--- src/hw/rtl/pbld_pkg.sv ---
// Shared constants, codes and types of the page buffer LRU directory.
// Has no dependencies; the interfaces, the scan unit and the top level import it.
package pbld_pkg;

    localparam int SLOTS_DEFAULT = 64;

    localparam int OP_W   = 3;
    localparam int FILE_W = 8;
    localparam int PAGE_W = 24;
    localparam int SLOT_W = 6;

    localparam logic [OP_W-1:0] OP_FIND       = 3'd0;
    localparam logic [OP_W-1:0] OP_ADD        = 3'd1;
    localparam logic [OP_W-1:0] OP_REMOVE     = 3'd2;
    localparam logic [OP_W-1:0] OP_FORCE      = 3'd3;
    localparam logic [OP_W-1:0] OP_MARK_DIRTY = 3'd4;

    localparam logic [1:0] UPD_NONE   = 2'd0;
    localparam logic [1:0] UPD_TOUCH  = 2'd1;
    localparam logic [1:0] UPD_REMOVE = 2'd2;
    localparam logic [1:0] UPD_INSERT = 2'd3;

    typedef struct packed {
        logic [1:0] mode;
        logic       tgt_valid;
        logic       tgt_dirty;
        logic       tgt_keep_rank;
    } upd_ctl_t;

endpackage

--- src/hw/rtl/pbld_req_if.sv ---
// Request channel of the page buffer LRU directory: valid, ready and one request item.
// Depends on pbld_pkg for the field widths.
interface pbld_req_if;
    import pbld_pkg::*;

    logic              valid;
    logic              ready;
    logic [OP_W-1:0]   opcode;
    logic [FILE_W-1:0] file_number;
    logic [PAGE_W-1:0] page_index;

    modport source (output valid, output opcode, output file_number, output page_index,
                    input ready);
    modport sink (input valid, input opcode, input file_number, input page_index,
                  output ready);
endinterface

--- src/hw/rtl/pbld_rsp_if.sv ---
// Response channel of the page buffer LRU directory: valid, ready and one result item.
// Depends on pbld_pkg for the field widths.
interface pbld_rsp_if;
    import pbld_pkg::*;

    logic              valid;
    logic              ready;
    logic              hit;
    logic [SLOT_W-1:0] slot;
    logic              write_back;
    logic              replaced;
    logic [FILE_W-1:0] victim_file;
    logic [PAGE_W-1:0] victim_page;

    modport source (output valid, output hit, output slot, output write_back,
                    output replaced, output victim_file, output victim_page,
                    input ready);
    modport sink (input valid, input hit, input slot, input write_back,
                  input replaced, input victim_file, input victim_page,
                  output ready);
endinterface

--- src/hw/rtl/pbld_dir_mem.sv ---
// Slot directory memory: one write port and one read port with registered read data.
// Generic; no package dependencies.
module pbld_dir_mem #(
    parameter int DEPTH = 64,
    parameter int WIDTH = 40
) (
    input  logic                     clk,
    input  logic                     rd_en,
    input  logic [$clog2(DEPTH)-1:0] rd_addr,
    output logic [WIDTH-1:0]         rd_data,
    input  logic                     wr_en,
    input  logic [$clog2(DEPTH)-1:0] wr_addr,
    input  logic [WIDTH-1:0]         wr_data
);
    logic [WIDTH-1:0] mem [DEPTH];

    always_ff @(posedge clk)
    begin
        if (wr_en)
        begin
            mem[wr_addr] <= wr_data;
        end
        if (rd_en)
        begin
            rd_data <= mem[rd_addr];
        end
    end
endmodule

--- src/hw/rtl/pbld_free_stack.sv ---
// LIFO stack of free slot numbers with a low-water mark standing in for the reset fill.
// Depends on nothing but its parameter; the top is always presented registered.
module pbld_free_stack #(
    parameter int SLOTS = 64
) (
    input  logic                       clk,
    input  logic                       rst_n,
    input  logic                       pop,
    input  logic                       push,
    input  logic [$clog2(SLOTS)-1:0]   push_slot,
    output logic [$clog2(SLOTS+1)-1:0] count,
    output logic [$clog2(SLOTS)-1:0]   top
);
    localparam int IDX_W = $clog2(SLOTS);
    localparam int CNT_W = $clog2(SLOTS + 1);

    logic [IDX_W-1:0] mem [SLOTS];
    logic [CNT_W-1:0] count_reg;
    logic [CNT_W-1:0] count_next;
    logic [CNT_W-1:0] low_reg;
    logic [CNT_W-1:0] low_next;
    logic [CNT_W-1:0] pos;
    logic [IDX_W-1:0] top_mem_reg;
    logic [IDX_W-1:0] pos_reg;
    logic             below_reg;

    // Entries below the lowest fill level ever reached read back as their own index.
    assign pos = (count_reg == '0) ? '0 : count_reg - CNT_W'(1);

    always_comb
    begin
        count_next = count_reg;
        low_next   = low_reg;
        if (pop && count_reg != '0)
        begin
            count_next = count_reg - CNT_W'(1);
            if (pos < low_reg)
            begin
                low_next = pos;
            end
        end
        else if (push && count_reg < CNT_W'(SLOTS))
        begin
            count_next = count_reg + CNT_W'(1);
        end
    end

    always_ff @(posedge clk or negedge rst_n)
    begin
        if (!rst_n)
        begin
            count_reg <= CNT_W'(SLOTS);
            low_reg   <= CNT_W'(SLOTS);
        end
        else
        begin
            count_reg <= count_next;
            low_reg   <= low_next;
        end
    end

    always_ff @(posedge clk)
    begin
        if (push && !pop && count_reg < CNT_W'(SLOTS))
        begin
            mem[count_reg[IDX_W-1:0]] <= push_slot;
        end
        top_mem_reg <= mem[pos[IDX_W-1:0]];
        pos_reg     <= pos[IDX_W-1:0];
        below_reg   <= (pos < low_reg);
    end

    assign count = count_reg;
    assign top   = below_reg ? pos_reg : top_mem_reg;
endmodule

--- src/hw/rtl/pbld_scan_unit.sv ---
// Shared per-entry unit: key match, rank compare and the updated entry for one slot.
// Depends on pbld_pkg for field widths, update modes and the control struct.
module pbld_scan_unit #(
    parameter int RANK_W = 6
) (
    input  logic                        ent_valid,
    input  logic                        ent_dirty,
    input  logic [RANK_W-1:0]           ent_rank,
    input  logic [pbld_pkg::FILE_W-1:0] ent_file,
    input  logic [pbld_pkg::PAGE_W-1:0] ent_page,
    input  logic [pbld_pkg::FILE_W-1:0] key_file,
    input  logic [pbld_pkg::PAGE_W-1:0] key_page,
    input  logic [RANK_W-1:0]           cmp_rank,
    input  logic                        is_target,
    input  pbld_pkg::upd_ctl_t          ctl,
    output logic                        match,
    output logic                        rank_gt,
    output logic                        nxt_valid,
    output logic                        nxt_dirty,
    output logic [RANK_W-1:0]           nxt_rank,
    output logic [pbld_pkg::FILE_W-1:0] nxt_file,
    output logic [pbld_pkg::PAGE_W-1:0] nxt_page
);
    import pbld_pkg::*;

    logic rank_lt;

    assign match   = ent_valid && ent_file == key_file && ent_page == key_page;
    assign rank_gt = ent_rank > cmp_rank;
    assign rank_lt = ent_rank < cmp_rank;

    always_comb
    begin
        nxt_valid = ent_valid;
        nxt_dirty = ent_dirty;
        nxt_rank  = ent_rank;
        nxt_file  = ent_file;
        nxt_page  = ent_page;
        if (is_target)
        begin
            nxt_valid = ctl.tgt_valid;
            nxt_dirty = ctl.tgt_dirty;
            nxt_rank  = ctl.tgt_keep_rank ? ent_rank : '0;
            nxt_file  = key_file;
            nxt_page  = key_page;
        end
        else if (ent_valid)
        begin
            unique case (ctl.mode)
                UPD_TOUCH:
                begin
                    if (rank_lt)
                    begin
                        nxt_rank = ent_rank + RANK_W'(1);
                    end
                end
                UPD_REMOVE:
                begin
                    if (rank_gt)
                    begin
                        nxt_rank = ent_rank - RANK_W'(1);
                    end
                end
                UPD_INSERT:
                begin
                    nxt_rank = ent_rank + RANK_W'(1);
                end
                UPD_NONE:
                begin
                    nxt_rank = ent_rank;
                end
            endcase
        end
    end
endmodule

--- src/hw/rtl/page_buffer_lru_directory_top.sv ---
// Top level of the page buffer LRU directory: sequencer, request and result registers.
// Depends on pbld_pkg, pbld_req_if, pbld_rsp_if, pbld_dir_mem, pbld_free_stack and
// pbld_scan_unit.
//
// The req channel takes one request item (opcode, file_number, page_index) and the rsp
// channel returns exactly one result item for it, in order. Both use valid/ready; an item
// moves at a rising edge with valid and ready high.
// A request walks the slot directory twice through one shared match and rank-compare
// unit: a lookup pass that finds the page and the least recent resident slot, then an
// update pass that rewrites every slot's rank and the target slot. Each pass reads one
// slot per cycle from the directory memory; requests that change nothing skip the update
// pass. The next request is accepted only once the result has moved to the output
// register, and req.ready is high only while no request is in work.
// The result sits in an output register; the next request is accepted while it waits,
// but a finished request holds until the register is free when rsp.ready stays low.
// After reset the block clears the valid and dirty marks of all slots, one slot per
// cycle, and accepts no request until all slots are cleared.
module page_buffer_lru_directory_top #(
    parameter int SLOTS = pbld_pkg::SLOTS_DEFAULT
) (
    input logic      clk,
    input logic      rst_n,
    pbld_req_if.sink   req,
    pbld_rsp_if.source rsp
);
    import pbld_pkg::*;

    localparam int IDX_W  = $clog2(SLOTS);
    localparam int CNT_W  = $clog2(SLOTS + 1);
    localparam int RANK_W = IDX_W;
    localparam int ENT_W  = 2 + RANK_W + FILE_W + PAGE_W;

    localparam logic [2:0] ST_CLR    = 3'd0;
    localparam logic [2:0] ST_IDLE   = 3'd1;
    localparam logic [2:0] ST_SCAN   = 3'd2;
    localparam logic [2:0] ST_DECIDE = 3'd3;
    localparam logic [2:0] ST_UPD    = 3'd4;
    localparam logic [2:0] ST_DONE   = 3'd5;

    logic [2:0]       state_reg,     state_next;
    logic [CNT_W-1:0] cnt_reg,       cnt_next;
    logic             rd_valid_reg,  rd_valid_next;
    logic [IDX_W-1:0] rd_idx_reg,    rd_idx_next;
    logic             out_valid_reg, out_valid_next;

    logic [OP_W-1:0]   op_reg,       op_next;
    logic [FILE_W-1:0] key_file_reg, key_file_next;
    logic [PAGE_W-1:0] key_page_reg, key_page_next;
    logic              found_reg,    found_next;
    logic [IDX_W-1:0]  s_idx_reg,    s_idx_next;
    logic [RANK_W-1:0] s_rank_reg,   s_rank_next;
    logic              s_dirty_reg,  s_dirty_next;
    logic              vfound_reg,   vfound_next;
    logic [IDX_W-1:0]  v_idx_reg,    v_idx_next;
    logic [RANK_W-1:0] best_reg,     best_next;
    logic [FILE_W-1:0] v_file_reg,   v_file_next;
    logic [PAGE_W-1:0] v_page_reg,   v_page_next;
    logic              v_dirty_reg,  v_dirty_next;
    upd_ctl_t          ctl_reg,      ctl_next;
    logic [IDX_W-1:0]  tgt_reg,      tgt_next;
    logic [RANK_W-1:0] ref_rank_reg, ref_rank_next;
    logic              res_hit_reg,  res_hit_next;
    logic [SLOT_W-1:0] res_slot_reg, res_slot_next;
    logic              res_wb_reg,   res_wb_next;
    logic              res_rep_reg,  res_rep_next;
    logic [FILE_W-1:0] res_vf_reg,   res_vf_next;
    logic [PAGE_W-1:0] res_vp_reg,   res_vp_next;
    logic              out_hit_reg,  out_hit_next;
    logic [SLOT_W-1:0] out_slot_reg, out_slot_next;
    logic              out_wb_reg,   out_wb_next;
    logic              out_rep_reg,  out_rep_next;
    logic [FILE_W-1:0] out_vf_reg,   out_vf_next;
    logic [PAGE_W-1:0] out_vp_reg,   out_vp_next;

    logic             rd_issue;
    logic [IDX_W-1:0] rd_addr;
    logic [ENT_W-1:0] rd_data;
    logic             wr_en;
    logic [IDX_W-1:0] wr_addr;
    logic [ENT_W-1:0] wr_data;
    logic             last_entry;

    logic              ent_valid;
    logic              ent_dirty;
    logic [RANK_W-1:0] ent_rank;
    logic [FILE_W-1:0] ent_file;
    logic [PAGE_W-1:0] ent_page;
    logic [RANK_W-1:0] cmp_rank;
    logic              is_target;
    logic              match;
    logic              rank_gt;
    logic              nxt_valid;
    logic              nxt_dirty;
    logic [RANK_W-1:0] nxt_rank;
    logic [FILE_W-1:0] nxt_file;
    logic [PAGE_W-1:0] nxt_page;

    logic             fs_pop;
    logic             fs_push;
    logic [CNT_W-1:0] fs_count;
    logic [IDX_W-1:0] fs_top;
    logic             hit_ok;

    pbld_dir_mem #(
        .DEPTH (SLOTS),
        .WIDTH (ENT_W)
    ) u_dir_mem (
        .clk     (clk),
        .rd_en   (rd_issue),
        .rd_addr (rd_addr),
        .rd_data (rd_data),
        .wr_en   (wr_en),
        .wr_addr (wr_addr),
        .wr_data (wr_data)
    );

    pbld_free_stack #(
        .SLOTS (SLOTS)
    ) u_free_stack (
        .clk       (clk),
        .rst_n     (rst_n),
        .pop       (fs_pop),
        .push      (fs_push),
        .push_slot (s_idx_reg),
        .count     (fs_count),
        .top       (fs_top)
    );

    assign ent_page  = rd_data[PAGE_W-1:0];
    assign ent_file  = rd_data[PAGE_W +: FILE_W];
    assign ent_rank  = rd_data[PAGE_W + FILE_W +: RANK_W];
    assign ent_dirty = rd_data[ENT_W-2];
    assign ent_valid = rd_data[ENT_W-1];
    assign is_target = (rd_idx_reg == tgt_reg);
    assign cmp_rank  = (state_reg == ST_UPD) ? ref_rank_reg : best_reg;

    pbld_scan_unit #(
        .RANK_W (RANK_W)
    ) u_scan_unit (
        .ent_valid (ent_valid),
        .ent_dirty (ent_dirty),
        .ent_rank  (ent_rank),
        .ent_file  (ent_file),
        .ent_page  (ent_page),
        .key_file  (key_file_reg),
        .key_page  (key_page_reg),
        .cmp_rank  (cmp_rank),
        .is_target (is_target),
        .ctl       (ctl_reg),
        .match     (match),
        .rank_gt   (rank_gt),
        .nxt_valid (nxt_valid),
        .nxt_dirty (nxt_dirty),
        .nxt_rank  (nxt_rank),
        .nxt_file  (nxt_file),
        .nxt_page  (nxt_page)
    );

    assign rd_addr    = cnt_reg[IDX_W-1:0];
    assign last_entry = rd_valid_reg && rd_idx_reg == IDX_W'(SLOTS - 1);
    assign hit_ok     = found_reg && op_reg <= OP_MARK_DIRTY;

    always_comb
    begin
        state_next     = state_reg;
        cnt_next       = cnt_reg;
        out_valid_next = out_valid_reg && !rsp.ready;
        op_next        = op_reg;
        key_file_next  = key_file_reg;
        key_page_next  = key_page_reg;
        found_next     = found_reg;
        s_idx_next     = s_idx_reg;
        s_rank_next    = s_rank_reg;
        s_dirty_next   = s_dirty_reg;
        vfound_next    = vfound_reg;
        v_idx_next     = v_idx_reg;
        best_next      = best_reg;
        v_file_next    = v_file_reg;
        v_page_next    = v_page_reg;
        v_dirty_next   = v_dirty_reg;
        ctl_next       = ctl_reg;
        tgt_next       = tgt_reg;
        ref_rank_next  = ref_rank_reg;
        res_hit_next   = res_hit_reg;
        res_slot_next  = res_slot_reg;
        res_wb_next    = res_wb_reg;
        res_rep_next   = res_rep_reg;
        res_vf_next    = res_vf_reg;
        res_vp_next    = res_vp_reg;
        out_hit_next   = out_hit_reg;
        out_slot_next  = out_slot_reg;
        out_wb_next    = out_wb_reg;
        out_rep_next   = out_rep_reg;
        out_vf_next    = out_vf_reg;
        out_vp_next    = out_vp_reg;
        req.ready      = 1'b0;
        rd_issue       = 1'b0;
        wr_en          = 1'b0;
        wr_addr        = rd_idx_reg;
        wr_data        = {nxt_valid, nxt_dirty, nxt_rank, nxt_file, nxt_page};
        fs_pop         = 1'b0;
        fs_push        = 1'b0;

        unique case (state_reg)
            ST_CLR:
            begin
                wr_en   = 1'b1;
                wr_addr = cnt_reg[IDX_W-1:0];
                wr_data = '0;
                if (cnt_reg == CNT_W'(SLOTS - 1))
                begin
                    cnt_next   = '0;
                    state_next = ST_IDLE;
                end
                else
                begin
                    cnt_next = cnt_reg + CNT_W'(1);
                end
            end
            ST_IDLE:
            begin
                req.ready = 1'b1;
                if (req.valid)
                begin
                    op_next       = req.opcode;
                    key_file_next = req.file_number;
                    key_page_next = req.page_index;
                    found_next    = 1'b0;
                    vfound_next   = 1'b0;
                    best_next     = '0;
                    cnt_next      = '0;
                    state_next    = ST_SCAN;
                end
            end
            ST_SCAN:
            begin
                rd_issue = cnt_reg < CNT_W'(SLOTS);
                if (rd_issue)
                begin
                    cnt_next = cnt_reg + CNT_W'(1);
                end
                if (rd_valid_reg)
                begin
                    if (match && !found_reg)
                    begin
                        found_next   = 1'b1;
                        s_idx_next   = rd_idx_reg;
                        s_rank_next  = ent_rank;
                        s_dirty_next = ent_dirty;
                    end
                    if (ent_valid && (!vfound_reg || rank_gt))
                    begin
                        vfound_next  = 1'b1;
                        v_idx_next   = rd_idx_reg;
                        best_next    = ent_rank;
                        v_file_next  = ent_file;
                        v_page_next  = ent_page;
                        v_dirty_next = ent_dirty;
                    end
                    if (last_entry)
                    begin
                        state_next = ST_DECIDE;
                    end
                end
            end
            ST_DECIDE:
            begin
                res_hit_next           = 1'b0;
                res_slot_next          = '0;
                res_wb_next            = 1'b0;
                res_rep_next           = 1'b0;
                res_vf_next            = '0;
                res_vp_next            = '0;
                ctl_next.mode          = UPD_NONE;
                ctl_next.tgt_valid     = 1'b1;
                ctl_next.tgt_dirty     = 1'b0;
                ctl_next.tgt_keep_rank = 1'b0;
                tgt_next               = s_idx_reg;
                ref_rank_next          = s_rank_reg;
                cnt_next               = '0;
                state_next             = ST_UPD;
                if (hit_ok)
                begin
                    res_hit_next = 1'b1;
                    priority if (op_reg == OP_FIND || op_reg == OP_ADD)
                    begin
                        ctl_next.mode      = UPD_TOUCH;
                        ctl_next.tgt_dirty = s_dirty_reg;
                        res_slot_next      = SLOT_W'(s_idx_reg);
                    end
                    else if (op_reg == OP_REMOVE)
                    begin
                        ctl_next.mode      = UPD_REMOVE;
                        ctl_next.tgt_valid = 1'b0;
                        res_wb_next        = s_dirty_reg;
                        res_vf_next        = s_dirty_reg ? key_file_reg : '0;
                        res_vp_next        = s_dirty_reg ? key_page_reg : '0;
                        fs_push            = 1'b1;
                    end
                    else if (op_reg == OP_FORCE)
                    begin
                        ctl_next.tgt_keep_rank = 1'b1;
                        res_wb_next            = s_dirty_reg;
                        res_vf_next            = s_dirty_reg ? key_file_reg : '0;
                        res_vp_next            = s_dirty_reg ? key_page_reg : '0;
                        res_slot_next          = SLOT_W'(s_idx_reg);
                    end
                    else
                    begin
                        ctl_next.tgt_keep_rank = 1'b1;
                        ctl_next.tgt_dirty     = 1'b1;
                        res_slot_next          = SLOT_W'(s_idx_reg);
                    end
                end
                else if (op_reg == OP_ADD)
                begin
                    if (fs_count != '0)
                    begin
                        fs_pop        = 1'b1;
                        ctl_next.mode = UPD_INSERT;
                        tgt_next      = fs_top;
                        res_slot_next = SLOT_W'(fs_top);
                    end
                    else if (vfound_reg)
                    begin
                        ctl_next.mode = UPD_TOUCH;
                        tgt_next      = v_idx_reg;
                        ref_rank_next = best_reg;
                        res_slot_next = SLOT_W'(v_idx_reg);
                        res_rep_next  = 1'b1;
                        res_wb_next   = v_dirty_reg;
                        res_vf_next   = v_file_reg;
                        res_vp_next   = v_page_reg;
                    end
                    else
                    begin
                        ctl_next.mode = UPD_TOUCH;
                        tgt_next      = '0;
                        ref_rank_next = '0;
                        res_slot_next = '0;
                    end
                end
                else
                begin
                    state_next = ST_DONE;
                end
            end
            ST_UPD:
            begin
                rd_issue = cnt_reg < CNT_W'(SLOTS);
                if (rd_issue)
                begin
                    cnt_next = cnt_reg + CNT_W'(1);
                end
                if (rd_valid_reg)
                begin
                    wr_en = 1'b1;
                    if (last_entry)
                    begin
                        state_next = ST_DONE;
                    end
                end
            end
            ST_DONE:
            begin
                if (!out_valid_reg || rsp.ready)
                begin
                    out_valid_next = 1'b1;
                    out_hit_next   = res_hit_reg;
                    out_slot_next  = res_slot_reg;
                    out_wb_next    = res_wb_reg;
                    out_rep_next   = res_rep_reg;
                    out_vf_next    = res_vf_reg;
                    out_vp_next    = res_vp_reg;
                    state_next     = ST_IDLE;
                end
            end
            default:
            begin
                state_next = ST_IDLE;
            end
        endcase

        rd_valid_next = rd_issue;
        rd_idx_next   = rd_addr;
    end

    always_ff @(posedge clk or negedge rst_n)
    begin
        if (!rst_n)
        begin
            state_reg     <= ST_CLR;
            cnt_reg       <= '0;
            rd_valid_reg  <= 1'b0;
            out_valid_reg <= 1'b0;
        end
        else
        begin
            state_reg     <= state_next;
            cnt_reg       <= cnt_next;
            rd_valid_reg  <= rd_valid_next;
            out_valid_reg <= out_valid_next;
        end
    end

    always_ff @(posedge clk)
    begin
        rd_idx_reg   <= rd_idx_next;
        op_reg       <= op_next;
        key_file_reg <= key_file_next;
        key_page_reg <= key_page_next;
        found_reg    <= found_next;
        s_idx_reg    <= s_idx_next;
        s_rank_reg   <= s_rank_next;
        s_dirty_reg  <= s_dirty_next;
        vfound_reg   <= vfound_next;
        v_idx_reg    <= v_idx_next;
        best_reg     <= best_next;
        v_file_reg   <= v_file_next;
        v_page_reg   <= v_page_next;
        v_dirty_reg  <= v_dirty_next;
        ctl_reg      <= ctl_next;
        tgt_reg      <= tgt_next;
        ref_rank_reg <= ref_rank_next;
        res_hit_reg  <= res_hit_next;
        res_slot_reg <= res_slot_next;
        res_wb_reg   <= res_wb_next;
        res_rep_reg  <= res_rep_next;
        res_vf_reg   <= res_vf_next;
        res_vp_reg   <= res_vp_next;
        out_hit_reg  <= out_hit_next;
        out_slot_reg <= out_slot_next;
        out_wb_reg   <= out_wb_next;
        out_rep_reg  <= out_rep_next;
        out_vf_reg   <= out_vf_next;
        out_vp_reg   <= out_vp_next;
    end

    assign rsp.valid       = out_valid_reg;
    assign rsp.hit         = out_hit_reg;
    assign rsp.slot        = out_slot_reg;
    assign rsp.write_back  = out_wb_reg;
    assign rsp.replaced    = out_rep_reg;
    assign rsp.victim_file = out_vf_reg;
    assign rsp.victim_page = out_vp_reg;

`ifndef ASSERT_OFF
    a_free_count_bound: assert property (@(posedge clk) disable iff (!rst_n)
        fs_count <= CNT_W'(SLOTS))
        else $error("free slot count exceeds the pool size");

    a_accept_starts_scan: assert property (@(posedge clk) disable iff (!rst_n)
        (req.valid && req.ready) |=> (state_reg == ST_SCAN && cnt_reg == '0))
        else $error("accepted request did not start the lookup pass");

    a_pop_nonempty: assert property (@(posedge clk) disable iff (!rst_n)
        fs_pop |-> (fs_count != '0 && !fs_push))
        else $error("free stack popped while empty or together with a push");

    a_result_from_done: assert property (@(posedge clk) disable iff (!rst_n)
        (out_valid_reg && !$past(out_valid_reg)) |-> ($past(state_reg) == ST_DONE))
        else $error("result loaded outside the completion state");

    a_hit_not_replaced: assert property (@(posedge clk) disable iff (!rst_n)
        out_valid_reg |-> !(out_hit_reg && out_rep_reg))
        else $error("a hit reported an eviction");
`endif
endmodule
--- src/flat_wrapper.sv ---
// flat-port wrapper written by rule: the top's interface ports become plain ports
module page_buffer_lru_directory_top_flat import pbld_pkg::*;
#(
    parameter int SLOTS = pbld_pkg::SLOTS_DEFAULT
)
  (clk, rst_n, req_valid, req_opcode, req_file_number, req_page_index, req_ready, rsp_valid, rsp_hit, rsp_slot, rsp_write_back, rsp_replaced, rsp_victim_file, rsp_victim_page, rsp_ready);
  pbld_req_if req_i ();
  pbld_rsp_if rsp_i ();
  input logic clk;
  input logic rst_n;
  input wire logic [$bits(req_i.valid)-1:0] req_valid;
  input wire logic [$bits(req_i.opcode)-1:0] req_opcode;
  input wire logic [$bits(req_i.file_number)-1:0] req_file_number;
  input wire logic [$bits(req_i.page_index)-1:0] req_page_index;
  output wire logic [$bits(req_i.ready)-1:0] req_ready;
  output wire logic [$bits(rsp_i.valid)-1:0] rsp_valid;
  output wire logic [$bits(rsp_i.hit)-1:0] rsp_hit;
  output wire logic [$bits(rsp_i.slot)-1:0] rsp_slot;
  output wire logic [$bits(rsp_i.write_back)-1:0] rsp_write_back;
  output wire logic [$bits(rsp_i.replaced)-1:0] rsp_replaced;
  output wire logic [$bits(rsp_i.victim_file)-1:0] rsp_victim_file;
  output wire logic [$bits(rsp_i.victim_page)-1:0] rsp_victim_page;
  input wire logic [$bits(rsp_i.ready)-1:0] rsp_ready;
  assign req_i.valid = req_valid;
  assign req_i.opcode = req_opcode;
  assign req_i.file_number = req_file_number;
  assign req_i.page_index = req_page_index;
  assign req_ready = req_i.ready;
  assign rsp_valid = rsp_i.valid;
  assign rsp_hit = rsp_i.hit;
  assign rsp_slot = rsp_i.slot;
  assign rsp_write_back = rsp_i.write_back;
  assign rsp_replaced = rsp_i.replaced;
  assign rsp_victim_file = rsp_i.victim_file;
  assign rsp_victim_page = rsp_i.victim_page;
  assign rsp_i.ready = rsp_ready;
  page_buffer_lru_directory_top #(.SLOTS(SLOTS)) u_core (.clk(clk), .rst_n(rst_n), .req(req_i), .rsp(rsp_i));
endmodule
--- config.mk ---
export PLATFORM = sky130hd
export DESIGN_NAME = page_buffer_lru_directory_top_flat
export DESIGN_NICKNAME = d
export VERILOG_FILES = /design/src/hw/rtl/pbld_pkg.sv /design/src/hw/rtl/pbld_req_if.sv /design/src/hw/rtl/pbld_rsp_if.sv /design/src/hw/rtl/pbld_dir_mem.sv /design/src/hw/rtl/pbld_free_stack.sv /design/src/hw/rtl/pbld_scan_unit.sv /design/src/hw/rtl/page_buffer_lru_directory_top.sv /design/src/flat_wrapper.sv
export SDC_FILE = /design/constraint.sdc
export NUM_CORES = 2
export LEC_CHECK = 0
export BUFFER_PORTS_ARGS = -buffer_cell sky130_fd_sc_hd__buf_2
export CORE_ASPECT_RATIO = 1.2
export CORE_MARGIN = 3
export CORE_UTILIZATION = 68
export CTS_CLUSTER_SIZE = 20
export DETAILED_ROUTE_END_ITERATION = 10
export GPL_TIMING_DRIVEN = 1
export PLACE_DENSITY = 0.89
export SYNTH_ARGS = -nofsm -noshare
export SYNTH_HDL_FRONTEND = slang
export SYNTH_SLANG_ARGS = --single-unit
--- constraint.sdc ---
create_clock -name clk -period 9.1 [get_ports clk]
set_input_delay 1.365 -clock clk [delete_from_list [all_inputs] [get_ports clk]]
set_output_delay 1.365 -clock clk [all_outputs]
set_load 0.01 [all_outputs]
==> results of run 1 <==
## logic make-up after synthesis
group,share of synthesized area
muxes,0.162
xor gates and xnor gates,0.00353
DFF,0.777
adders and majority gates,0.00171
buffers and inverters,0.0113
AOI/OAI and AO/OA,0.0211
and+or+nand+nor,0.0238
## routing by layer
| metal | GRT usage | overflow |
|---|---|---|
| met5 | 0.505 | 96 |
| met4 | 0.607 | 836 |
| met3 | 0.634 | 874 |
| met2 | 0.860 | 1436 |
| met1 | 0.733 | 957 |
## metrics by stage
stage          cell area, µm²  cells
2_1_floorplan          124000   5645
3_5_place_dp           128000   7976
4_1_cts                138000   8487
3_3_place_gp           128000   7976
==> impl_metrics.ini, run 1 <==
[run_status]
status = did not finish
lastStage = global routing (5_1_grt)
error_line = [ERROR GRT-0116] Global routing finished with congestion. Check the congestion regions in the DRC Viewer.

[yosys]
synth_most_common_cell = edfxtp_1
synthTopCellsByCount = edfxtp_1, mux4_2, nand2_1
synth-edff-count = 3178
ys_warn_count = 0
synth_top_area_share = 0.768
syn_inst = 5645
yosysSeqAreaShare = 0.777
syn_avg_cell_area_um2 = 22.0
synth.distinct_cells = 72
syn-num-nets = 5701
synth_area_leader_cell = edfxtp_1
async_reset_ff_frac = 0.00807
netlist_area_mm2 = 0.124
synth-main-ff-cell = edfxtp_1
synthTopCellsByArea = edfxtp_1, mux4_2, mux2i_1
ys_ff_latch = 3223

[clocking]
ctsResizeCount = 0
cts_num_sinks = 3223
cts_setup_buffers = 0
clk_path_buf_depth = 4
cts_buffers = 302
hold_buffers = 0
cts_max_level = 5
cts-root-buf = clkbuf_16

[floorplanning]
start_util = 0.685
fp.dieH_um = 474
dieWidth_um = 396
fp-row-count = 171
ioPinCount = 82

[grt]
grt_max_degree = 159
grt_pass1_wl_um = 886000
overflow = 4199
grt_pass1_vias = 88200
grtUsageTotal = 0.724

[placement]
portBuffers = 81
dp_hpwl_um = 236000
dp_slack_ns = 3.35
finalWeightedCongestion = 0.957
==> run 2, diff against run 1 <==
--- a/config.mk
+++ b/config.mk
@@ -6,13 +6,11 @@
 export NUM_CORES = 2
 export LEC_CHECK = 0
 export BUFFER_PORTS_ARGS = -buffer_cell sky130_fd_sc_hd__buf_2
-export CORE_ASPECT_RATIO = 1.2
 export CORE_MARGIN = 3
-export CORE_UTILIZATION = 68
-export CTS_CLUSTER_SIZE = 20
+export CORE_UTILIZATION = 40
 export DETAILED_ROUTE_END_ITERATION = 10
 export GPL_TIMING_DRIVEN = 1
-export PLACE_DENSITY = 0.89
+export PLACE_DENSITY_LB_ADDON = 0.15
 export SYNTH_ARGS = -nofsm -noshare
 export SYNTH_HDL_FRONTEND = slang
 export SYNTH_SLANG_ARGS = --single-unit
==> impl_metrics.ini, run 2 <==
[run_status]
status = complete, no violations

[layout]
fin_area_mm2 = 0.142
reg.largest.list = u_core.u_dir_mem.mem x2560, u_core.u_free_stack.mem x384, u_core.u_dir_mem.rd_data x40
layout-drive-gt1-share = 0.277
layout.nets = 6006
regMostFlops = u_core.u_dir_mem.mem
nFillCells = 25600
area_delta_synth_final_pct = 14.0
regArea_mm2 = 0.0965
multi_input_area_mm2 = 0.0272
final_common_cell = edfxtp_1
layout_common_cells = edfxtp_1, mux4_2, clkbuf_16, nand2_1, buf_4
largest_reg_flops = 2560

[floorplanning]
ioPinCount = 82
fp-row-count = 203
fp.dieArea_mm2 = 0.317
coreArea_mm2 = 0.307
start_util = 0.404
dieWidth_um = 563
fp.dieH_um = 563

[route]
drc = 0
drt_iter0_markers = 7894
vias = 61400
wirelength_um = 362000
wl_per_cell_um = 35.0
dr.pass1.iters = 5
ant_nets = 0
vias_per_cell = 5.94

[yosys]
netlist_area_mm2 = 0.124
synth.distinct_cells = 72
synth_area_leader_cell = edfxtp_1
synth-main-ff-cell = edfxtp_1
syn_inst = 5645
synthTopCellsByArea = edfxtp_1, mux4_2, mux2i_1
syn-num-nets = 5701
async_reset_ff_frac = 0.00807
synth_top_area_share = 0.768
synth-edff-count = 3178
syn_avg_cell_area_um2 = 22.0
ys_ff_latch = 3223
synth_most_common_cell = edfxtp_1
synthTopCellsByCount = edfxtp_1, mux4_2, nand2_1
ys_warn_count = 0
yosysSeqAreaShare = 0.777

[grt]
overflow = 0
grt_pass1_vias = 61500
grt_max_degree = 118
antenna_found_initial = 8
grt_pass1_wl_um = 502000
grtUsageTotal = 0.226

[clocking]
hold_buffers = 0
path_clk_slew_ns = 0.06
clk_latency_ns = 0.92
cts_tree = yes
cts_buffers = 346
cts-root-buf = clkbuf_16
clk_path_buf_depth = 4
cts_max_level = 5
cts_setup_buffers = 0
cts_num_sinks = 3223
ctsResizeCount = 0

[worst_setup_path]
startpoint_type = flop
cp_data_required_time_ns = 9.73
path_class = flop to flop
worst-path-buf-inv = 3
worstPathMaxFanout = 43
cp_slowest_stage_delay_ns = 0.93
critPathSlowestCell = dfrtp_4
critPathTopFamily = buffers and inverters
crit_path_end_kind = flop
crit_chain = buf_4, buf_4, buf_4, mux4_2, mux4_2, mux4_2
worstPathArrival_ns = 5.75

[sta]
report.final.slew_viol_count = 0
hold_viol_final = 0
max_slew.worst_pin.slew_ns = 1.39
rsz0062_at_grt = no
fin_tns_setup_ns = 0
max_slew_margin = 0.0715
max_freq_mhz = 195
clock_skew_ns = 0.0791
setup_viol = 0
fin_crit_sh = 0.562
period_minus_slack_ns = 5.12

[power]
total_leakage_power_nw = 44.1
peakVddDrop_uv = 322
power.density_mw_per_mm2 = 334

[placement]
dp_hpwl_um = 199000
finalWeightedCongestion = 0.852
placed_area_mm2 = 0.131
portBuffers = 81

[flow_run]
maxCapViolCount = 0

[hold_path]
hold_class = flop to flop
-- run 2: cell counts after synthesis --
Identical to the previous run, type by type.
-- run 2: area by class of cell --
type / instances / share of cell area
diodes: 2 / 0.0000353
clock buffers: 450 / 0.0652
clock inverters: 174 / 0.0112
inverters: 30 / 0.000795
multi-input cells: 2086 / 0.192
flip-flops and latches: 3223 / 0.681
well taps: 4100 / 0.0362
repair buffers: 263 / 0.0132
-- run 2: metal layers --
metal  vias to the layer above  track usage  share of wire
met4                         6       0.0612          0.029
met3                       525       0.0333          0.064
met1                     34000        0.319           0.42
met2                      2407        0.370           0.49
met5                         -            0        0.00011
li1                      24400            -              -
-- run 2: path summary, 6_finish.rpt --
check / start / to / slack [ns] / depth (start not counted)
min in group asynchronous: rst_n / u_core.u_free_stack.low_reg[0]$_DFFE_PN0P_ / 0.56 / 1
worst max register to register: u_core.cnt_reg[0]$_DFFE_PN0P_ / u_core.u_dir_mem.rd_data[18]$_DFFE_PP_ / 3.98 / 6
worst max-delay path: u_core.cnt_reg[0]$_DFFE_PN0P_ / u_core.u_dir_mem.rd_data[18]$_DFFE_PP_ / 3.98 / 6
max in group asynchronous: rst_n / u_core.cnt_reg[4]$_DFFE_PN0P_ / 7.89 / 1
worst min register to register: u_core.res_vp_reg[6]$_DFFE_PP_ / u_core.rsp.victim_page[6]$_DFFE_PP_ / 0.42 / 0
worst min-delay path: u_core.res_vp_reg[6]$_DFFE_PP_ / u_core.rsp.victim_page[6]$_DFFE_PP_ / 0.42 / 0
-- run 2: stage by stage --
stage / power (W) / instances / hold slack, ns / util / setup WS, ns
CTS: 0.0477 / 10300 / 0.419 / 0.461 / 3.82
floorplan: 0.0287 / 5645 / 0.345 / - / 2.87
finish: 0.0473 / 10300 / 0.418 / 0.461 / 3.98
global placement: 0.0340 / 9700 / 0.401 / 0.425 / 3.88
detailed placement: 0.0342 / 9700 / 0.405 / 0.425 / 3.85
global route: 0.0490 / 10300 / 0.421 / 0.461 / 3.57
-- run 2: cell families (layout without fill, tap and decap cells) --
family,count (synthesis),in the layout,share of synthesized area
adders and majority gates,17,17,0.00171
AOI/OAI and AO/OA,396,396,0.0211
muxes,957,957,0.162
other,0,2,0
xor gates and xnor gates,50,50,0.00353
buffers and inverters,336,917,0.0113
DFF,3223,3223,0.777
and+or+nand+nor,666,666,0.0238
-- run 2: where the power goes --
group          internal, W  switching [W]  leakage (nW)
registers           0.0195       0.000840          29.6
clock network      0.00765        0.00584          5.26
logic              0.00503        0.00839          9.25
Note: power is estimated with default switching activity, not from simulation.
